$ cat config.mk
export PLATFORM = sky130hd
export DESIGN_NAME = gillespie_reaction_pick_and_tau
export DESIGN_NICKNAME = d
export VERILOG_FILES = /design/src/design/grpt_pkg.sv /design/src/design/gillespie_reaction_pick_and_tau.sv /design/src/design/grpt_front.sv /design/src/design/grpt_queue.sv /design/src/design/grpt_back.sv
export SDC_FILE = /design/constraint.sdc
export NUM_CORES = 2
export LEC_CHECK = 0
export ABC_AREA = 1
export BUFFER_PORTS_ARGS = -buffer_cell sky130_fd_sc_hd__clkbuf_2
export CAP_MARGIN = 20
export CORE_ASPECT_RATIO = 1.1
export CORE_MARGIN = 4
export CORE_UTILIZATION = 50
export CTS_CLUSTER_SIZE = 24
export DETAILED_ROUTE_END_ITERATION = 7
export GPL_ROUTABILITY_DRIVEN = 0
export PLACE_DENSITY = 0.76
export SYNTH_ARGS = -nofsm -noshare
export SYNTH_HDL_FRONTEND = slang
export SYNTH_SLANG_ARGS = --single-unit
$ cat constraint.sdc
create_clock -name clk -period 12.4 [get_ports clk]
set_input_delay 0.62 -clock clk [delete_from_list [all_inputs] [get_ports clk]]
set_output_delay 0.62 -clock clk [all_outputs]
set_load 0.02 [all_outputs]
$ cat src/design/grpt_pkg.sv
// Package for the Gillespie reaction-pick and tau block.
// Holds shared constants and the front-to-back job record type.
`default_nettype none
package grpt_pkg;
  localparam int REACTIONS     = 64;
  localparam int TAU_FRAC_BITS = 24;
  localparam int IDX_W         = 6;
  localparam int TOT_W         = 37;
  localparam int LOG_FRAC      = 30;
  localparam int QW            = 64;
  localparam int TAU_LSB       = 40 - TAU_FRAC_BITS;
  localparam logic [31:0] TINY_RANDOM = 32'd429497;
  localparam logic [27:0] LN2_Q28     = 28'd186065280;
  localparam logic [TOT_W-1:0] TOTAL_MAX = {TOT_W{1'b1}};
  localparam logic [IDX_W-1:0] IDX_LAST  = IDX_W'(REACTIONS - 1);
  localparam int QDEPTH = 2;

  // One finished batch handed from front to back
  typedef struct packed {
    logic [IDX_W-1:0] index;
    logic [TOT_W-1:0] total;
    logic [31:0]      trand;
  } job_t;

  typedef enum logic [2:0] {
    B_IDLE, B_LOG, B_MUL, B_DIV, B_OUT
  } back_state_t;
endpackage
`default_nettype wire

$ cat src/design/gillespie_reaction_pick_and_tau.sv
// Top level: Gillespie direct-method step, front accumulator plus tau back end.
// Depends on grpt_pkg, grpt_front, grpt_queue and grpt_back.
//
//  channel | signals                                       | dir
//  in      | in_valid/in_stall, propensity..last_reaction  | input
//  out     | out_valid/out_stall, chosen_reaction..zero    | output
//
// Front takes one propensity per cycle; batches never stall unless the queue is full.
// Back runs each batch through 30 squaring steps of the log unit, one multiply, 64
// quotient bits of the divider and one result beat; zero sum skips to result.
// Synchronous reset clears all control state; payload needs none.
// A stalled result holds the back end; the queue absorbs two further batches.
`default_nettype none
module gillespie_reaction_pick_and_tau import grpt_pkg::*; (
  input  wire logic        clk,
  input  wire logic        rst,
  input  wire logic        in_valid,
  output logic             in_stall,
  input  wire logic [30:0] propensity,
  input  wire logic [36:0] pick_value,
  input  wire logic [31:0] time_random,
  input  wire logic        last_reaction,
  output logic             out_valid,
  input  wire logic        out_stall,
  output logic [5:0]       chosen_reaction,
  output logic [31:0]      time_step,
  output logic             zero_total
);
  job_t f_job, b_job;
  logic f_valid, f_stall, b_valid, b_take;

  grpt_front u_front (
    .clk, .rst, .in_valid, .in_stall, .propensity, .pick_value, .time_random,
    .last_reaction, .job_valid(f_valid), .job_stall(f_stall), .job(f_job)
  );
  grpt_queue u_queue (
    .clk, .rst, .wr_valid(f_valid), .wr_stall(f_stall), .wr_data(f_job),
    .rd_valid(b_valid), .rd_take(b_take), .rd_data(b_job)
  );
  grpt_back u_back (
    .clk, .rst, .job_valid(b_valid), .job_take(b_take), .job(b_job),
    .out_valid, .out_stall, .chosen_reaction, .time_step, .zero_total
  );

  // Zero flag always comes with a saturated tau
  a_zero_sat: assert property (@(posedge clk) disable iff (rst)
    out_valid && zero_total |-> time_step == 32'hFFFF_FFFF)
    else $error("zero total without saturated tau");
  // A stalled result holds its value
  a_out_hold: assert property (@(posedge clk) disable iff (rst)
    out_valid && out_stall |=> out_valid && $stable(time_step))
    else $error("result changed under stall");
  // Non-last beats are never stalled
  a_no_stall: assert property (@(posedge clk) disable iff (rst)
    !last_reaction |-> !in_stall)
    else $error("stall on a non-last beat");
endmodule
`default_nettype wire

$ cat src/design/grpt_front.sv
// Front part: accumulates propensities and tracks the picked interval.
// Depends on grpt_pkg; emits one job per batch into the queue.
`default_nettype none
module grpt_front import grpt_pkg::*; (
  input  wire logic        clk,
  input  wire logic        rst,
  input  wire logic        in_valid,
  output logic             in_stall,
  input  wire logic [30:0] propensity,
  input  wire logic [36:0] pick_value,
  input  wire logic [31:0] time_random,
  input  wire logic        last_reaction,
  output logic             job_valid,
  input  wire logic        job_stall,
  output job_t             job
);
  logic [TOT_W-1:0] running_total;
  logic [IDX_W-1:0] selected_index;
  logic [IDX_W-1:0] item_position;
  logic [TOT_W-1:0] held_pick;
  logic [31:0]      held_time_random;
  logic             first;
  logic [TOT_W-1:0] pick, base;
  logic [31:0]      trand;
  logic [TOT_W:0]   upper;
  logic [IDX_W-1:0] idx, sel;
  logic [TOT_W-1:0] total_next;
  logic             acc;

  // Stall only while the last beat cannot enter the queue
  assign in_stall = last_reaction & job_stall;
  assign acc      = in_valid & ~in_stall;

  assign first = (item_position == '0);
  assign pick  = first ? pick_value : held_pick;
  assign trand = first ? time_random : held_time_random;
  assign base  = first ? '0 : running_total;
  assign idx   = (32'(item_position) > REACTIONS - 1) ? IDX_LAST : item_position;
  assign upper = {1'b0, base} + {7'd0, propensity};
  assign sel   = (pick > base && {1'b0, pick} <= upper) ? idx
               : (first ? '0 : selected_index);
  assign total_next = upper[TOT_W] ? TOTAL_MAX : upper[TOT_W-1:0];

  assign job_valid   = in_valid & last_reaction;
  assign job.index   = sel;
  assign job.total   = total_next;
  assign job.trand   = trand;

  // Advance batch state on each accepted beat
  always_ff @(posedge clk) begin
    if (rst) begin
      item_position <= '0;
      running_total <= '0;
      selected_index <= '0;
      held_pick <= '0;
      held_time_random <= '0;
    end else if (acc) begin
      if (last_reaction) begin
        item_position <= '0;
      end else begin
        running_total <= total_next;
        selected_index <= sel;
        held_pick <= pick;
        held_time_random <= trand;
        if (item_position != 6'd63) item_position <= item_position + 1'b1;
      end
    end
  end
endmodule
`default_nettype wire

$ cat src/design/grpt_queue.sv
// Two-entry job queue between front and back parts.
// Depends on grpt_pkg for job_t.
`default_nettype none
module grpt_queue import grpt_pkg::*; (
  input  wire logic clk,
  input  wire logic rst,
  input  wire logic wr_valid,
  output logic      wr_stall,
  input  wire job_t wr_data,
  output logic      rd_valid,
  input  wire logic rd_take,
  output job_t      rd_data
);
  job_t       mem [QDEPTH];
  logic       wp, rp;
  logic [1:0] cnt;
  logic       wr, rd;

  assign wr_stall = (cnt == 2'(QDEPTH));
  assign rd_valid = (cnt != '0);
  assign rd_data  = mem[rp];
  assign wr = wr_valid & ~wr_stall;
  assign rd = rd_take & rd_valid;

  // Store payload
  always_ff @(posedge clk) begin
    if (wr) mem[wp] <= wr_data;
  end

  // Move pointers and count
  always_ff @(posedge clk) begin
    if (rst) begin
      wp <= 1'b0; rp <= 1'b0; cnt <= '0;
    end else begin
      if (wr) wp <= ~wp;
      if (rd) rp <= ~rp;
      cnt <= cnt + 2'(wr) - 2'(rd);
    end
  end
endmodule
`default_nettype wire

$ cat src/design/grpt_back.sv
// Back part: log2 by repeated squaring, scale by ln 2, restoring divide.
// Depends on grpt_pkg; consumes jobs and drives the result channel.
`default_nettype none
module grpt_back import grpt_pkg::*; (
  input  wire logic        clk,
  input  wire logic        rst,
  input  wire logic        job_valid,
  output logic             job_take,
  input  wire job_t        job,
  output logic             out_valid,
  input  wire logic        out_stall,
  output logic [5:0]       chosen_reaction,
  output logic [31:0]      time_step,
  output logic             zero_total
);
  back_state_t state, state_next;
  logic [32:0]      z;
  logic [29:0]      f;
  logic [4:0]       p;
  logic [5:0]       cnt;
  logic [TOT_W-1:0] den;
  logic [QW-1:0]    q;
  logic [TOT_W:0]   rem;
  logic [65:0]      sq;
  logic [35:0]      n;
  logic [63:0]      l;
  logic [31:0]      t;
  logic [4:0]       lead;
  logic [TOT_W:0]   trial;
  logic [QW-TAU_LSB-33:0] tau_hi;
  logic             ld, step;

  assign t = (job.trand == '0) ? TINY_RANDOM : job.trand;
  // Leading one position
  always_comb begin
    lead = '0;
    for (int i = 0; i < 32; i++) if (t[i]) lead = 5'(i);
  end

  assign sq    = 66'(z) * 66'(z);
  assign n     = (36'd32 << LOG_FRAC) - ((36'(p) << LOG_FRAC) + 36'(f));
  assign l     = 64'(n) * 64'(LN2_Q28);
  assign trial = {rem[TOT_W-1:0], q[QW-1]};

  // Sequence the job
  always_comb begin
    state_next = state;
    job_take = 1'b0;
    ld = 1'b0;
    step = 1'b0;
    case (state)
      B_IDLE: if (job_valid) begin
        job_take = 1'b1; ld = 1'b1;
        state_next = (job.total == '0) ? B_OUT : B_LOG;
      end
      B_LOG: begin
        step = 1'b1;
        if (cnt == 6'(LOG_FRAC - 1)) state_next = B_MUL;
      end
      B_MUL: state_next = B_DIV;
      B_DIV: begin
        step = 1'b1;
        if (cnt == 6'(QW - 1)) state_next = B_OUT;
      end
      B_OUT: if (!out_stall) state_next = B_IDLE;
      default: state_next = B_IDLE;
    endcase
  end

  always_ff @(posedge clk) begin
    if (rst) state <= B_IDLE;
    else     state <= state_next;
  end

  // Datapath: load, squaring iterations, ln 2 scaling, then one quotient bit per cycle
  always_ff @(posedge clk) begin
    if (ld) begin
      chosen_reaction <= job.index;
      den <= job.total;
      zero_total <= (job.total == '0);
      p <= lead;
      z <= 33'(t << (5'd31 - lead));
      f <= '0;
      cnt <= '0;
    end else if (state == B_LOG) begin
      if (sq[63]) begin
        z <= 33'(sq >> 32); f <= {f[28:0], 1'b1};
      end else begin
        z <= 33'(sq >> 31); f <= {f[28:0], 1'b0};
      end
      cnt <= (cnt == 6'(LOG_FRAC - 1)) ? '0 : cnt + 1'b1;
    end else if (state == B_MUL) begin
      q <= l >> 18;
      rem <= '0;
      cnt <= '0;
    end else if (state == B_DIV) begin
      if (trial >= {1'b0, den}) begin
        rem <= trial - {1'b0, den}; q <= {q[QW-2:0], 1'b1};
      end else begin
        rem <= trial; q <= {q[QW-2:0], 1'b0};
      end
      cnt <= cnt + 1'b1;
    end
  end

  // Saturate when the total was zero or the quotient has bits above the 32-bit tau window
  assign tau_hi = q[QW-1:TAU_LSB+32];
  assign out_valid = (state == B_OUT);
  assign time_step = (zero_total || tau_hi != '0) ? 32'hFFFF_FFFF
                   : q[TAU_LSB +: 32];
endmodule
`default_nettype wire

==> impl_metrics.tcl <==
set metrics [dict create \
    outcome "complete, no violations" \
    cts_hold_buf 0 \
    grt_usage_pct 23.1 \
    met3_length_um 11500 \
    top_layer_used "met4" \
    fmax_mhz 97.2 \
    seq_area_frac_synth_pct 18.8 \
    crit_slowest_cell "edfxtp_1" \
    tightest_slew_ns 1.10 \
    crit_path_end_kind "register" \
    nets 10300 \
    crit_start "u_back.z[11]$_DFFE_PP_" \
    cpMostUsedCell "nand2_1" \
    yosysUniqueCellTypes 61 \
    numCtsBuffers 52 \
    crit_fanout 17 \
    vias 53200 \
    r2r_slack_ns 2.11 \
    path_delay_family "adder cells" \
    hold_viol 0 \
    ys_async_sr_fraction_pct 0 \
    cts_buffer_depth 3 \
    cp.required_ns 12.78 \
    period_needed_ns 10.29 \
    cts_tree "built" \
    fin_skew_ns 0.0332 \
    final_cells 10200 \
    rr_worst_depth 37 \
    r2r_end "u_back.z[28]$_DFFE_PP_" \
    area_growth_syn_to_layout_pct 6.35 \
    placed_cells 10100 \
    cts_sinks 495 \
    clk_pin_slew_ns 0.07 \
    dp_hpwl_um 133000 \
    start_util_pct 50.3 \
    worstReg2RegStart "u_back.z[11]$_DFFE_PP_" \
    nFillCells 12300 \
    grt_setup_unrepaired "false" \
    clkLatencyLatePin_ns 0.64 \
    grt_pass1_vias 56100 \
    cp_num_cells 37 \
    final_common_cell "inv_1" \
    diodes 0 \
    synth.avg_cell_area_um2 8.45 \
    drt_iter0_markers 3794 \
    die_y_um 402 \
    pin_count 146 \
    cts-root-buf "clkbuf_16" \
    crit_type "register to register" \
    grt_overflow 0 \
    drt-met1-wl_um 69200 \
    antenna_left 0 \
    crit_end "u_back.z[28]$_DFFE_PP_" \
    drt_wl_total_um 168000 \
    grt_pass1_wl_um 279000 \
    grt_max_degree 113 \
    finalSetupViolCount 0 \
    drv_cap 0 \
    syn-cell-area_mm2 0.0704 \
    row_count 144 \
    post_cts_resized 0 \
    core_area_mm2 0.140 \
    min_path_type "primary input to register" \
    drc 0 \
    drtPass1Iterations 7 \
    htreeDepth 2 \
    cts_setup_buffers 0 \
    synthCells 8334 \
    slew_headroom_pct 27.0 \
    arrival_ns 10.66 \
    path_buf_inv 7 \
    setup_tns_ns 0 \
    fp.dieW_um 366 \
    synth-seq-cells 495 \
    synth_fp_nets 10300 \
    max_stage_delay_ns 1.07 \
    drive_above_1_share_pct 4.57 \
    wl_per_cell_um 16.4 \
    synth_ff_type "edfxtp_1" \
    mostFrequentLayoutCells "2,305 x inv_1, 1,412 x nand2_1, 1,100 x fa_1" \
    hold_slack_ns 0.313 \
    slew_violations 0 \
    portBuffers 145 \
    regArea_mm2 0.0132 \
    startpoint_type "register" \
    synth-edff-count 333 \
    multi_input_area_mm2 0.0474 \
    period_share_pct 82.9 \
    routed_via_density 5.22 \
    dieArea_mm2 0.147 \
    grt_antenna_before_repair 1 \
    yosysWarnings 0 \
    met2_wirelength_um 81500 \
]
worst min-delay path: stages:
cell,delay [ns]
clkbuf_2,0.08
nand2_1,0.11
a21oi_1,0.08
cell families (layout without fill, tap and decap cells):
| logic type | after synthesis | in the layout | synth area share, % |
|---|---|---|---|
| xor+xnor | 195 | 195 | 2.43 |
| mux | 1 | 1 | 0.0142 |
| flops | 495 | 495 | 18.8 |
| fa+ha+maj | 1829 | 1829 | 44.2 |
| compound gates | 1033 | 1033 | 7.92 |
| buf+inv | 2583 | 2630 | 13.9 |
| simple gates | 2198 | 2198 | 12.7 |
registers in the layout, indices dropped and copies added, names as in the netlist, 2 cells and up, named ones only:
signal and cells:
u_front.selected_index 6, u_back.z 33, u_back.p 5, u_front.idx 6, u_front.held_pick 37, u_back.state 3, u_back.q 64, u_front.running_total 37
u_back.cnt 6, u_queue.mem 150, u_back.den 37, u_front.held_time_random 32, u_back.f 30, u_back.chosen_reaction 6, u_queue.cnt 2, u_back.rem 37
cell usage after synthesis, types with 4 or more instances:
library cell,instances,area share (%)
o21ai_2,6,0.075
xor2_1,105,1.3
buf_4,5,0.053
o221ai_1,6,0.075
buf_2,18,0.13
xnor2_1,90,1.1
a31oi_1,23,0.20
a211oi_1,7,0.075
o21a_1,15,0.16
nor4_1,18,0.16
nor3b_1,4,0.043
o31ai_1,4,0.043
nand4_1,30,0.27
buf_1,18,0.096
a21oi_2,4,0.050
o2111ai_1,6,0.075
dfxtp_1,162,4.6
o21bai_1,9,0.096
inv_1,2307,12
clkbuf_1,224,1.2
a21o_1,17,0.18
ha_1,729,13
nand2_1,1414,7.5
a21boi_0,8,0.085
o211ai_1,18,0.19
a21oi_1,515,3.7
buf_6,6,0.096
o21ai_1,42,0.30
nor2_2,4,0.036
nor2_1,350,1.9
o21ai_0,325,2.3
fa_1,1100,31
nand2_2,5,0.044
edfxtp_1,333,14
or2_2,27,0.24
a21boi_1,10,0.11
nor3_1,32,0.23
nand3_1,304,2.2
how the worst min path moves through the flow:
stage	cells past startpoint	start	to	slack, ns
after CTS	3	out_stall	u_back.state[2]$_SDFFE_PP0P_	0.30
final	3	out_stall	u_back.state[2]$_SDFFE_PP0P_	0.31
after global placement	1	u_queue.rp$_SDFFE_PP0P_	register	0.43
after global routing	3	out_stall	u_back.state[2]$_SDFFE_PP0P_	0.32
after detailed placement	1	u_queue.rp$_SDFFE_PP0P_	register	0.44
after floorplan	1	u_queue.rp$_SDFFE_PP0P_	register	0.43
metrics by stage:
stage / instance area, µm² / setup WS (ns) / util (%)
after global routing: 74900 / 1.65 / 53.5
after detailed placement: 73000 / 2.32 / 52.1
final: 74900 / 2.11 / 53.5
after floorplan: 70400 / 3.73 / -
after global placement: 72900 / 2.50 / 52.1
after CTS: 74900 / 2.33 / 53.5
routing by layer:
layer	GRT usage, %	vias up
met4	6.87	0
met1	29.9	25800
met5	0	-
met3	3.47	360
li1	-	25300
met2	40.1	1789
cell type report:
cell class / instances / share of cell area (%)
Inverter: 2311 / 11.6
Clock buffer: 61 / 1.85
Tap cell: 1825 / 3.05
Multi-Input combinational cell: 5256 / 63.4
Clock inverter: 37 / 0.698
Sequential cell: 495 / 17.7
Timing Repair Buffer: 221 / 1.78
Power is left out: the tool's default activity adds up to more than one toggle a clock period on the data nets, which glitch-free logic cannot reach.
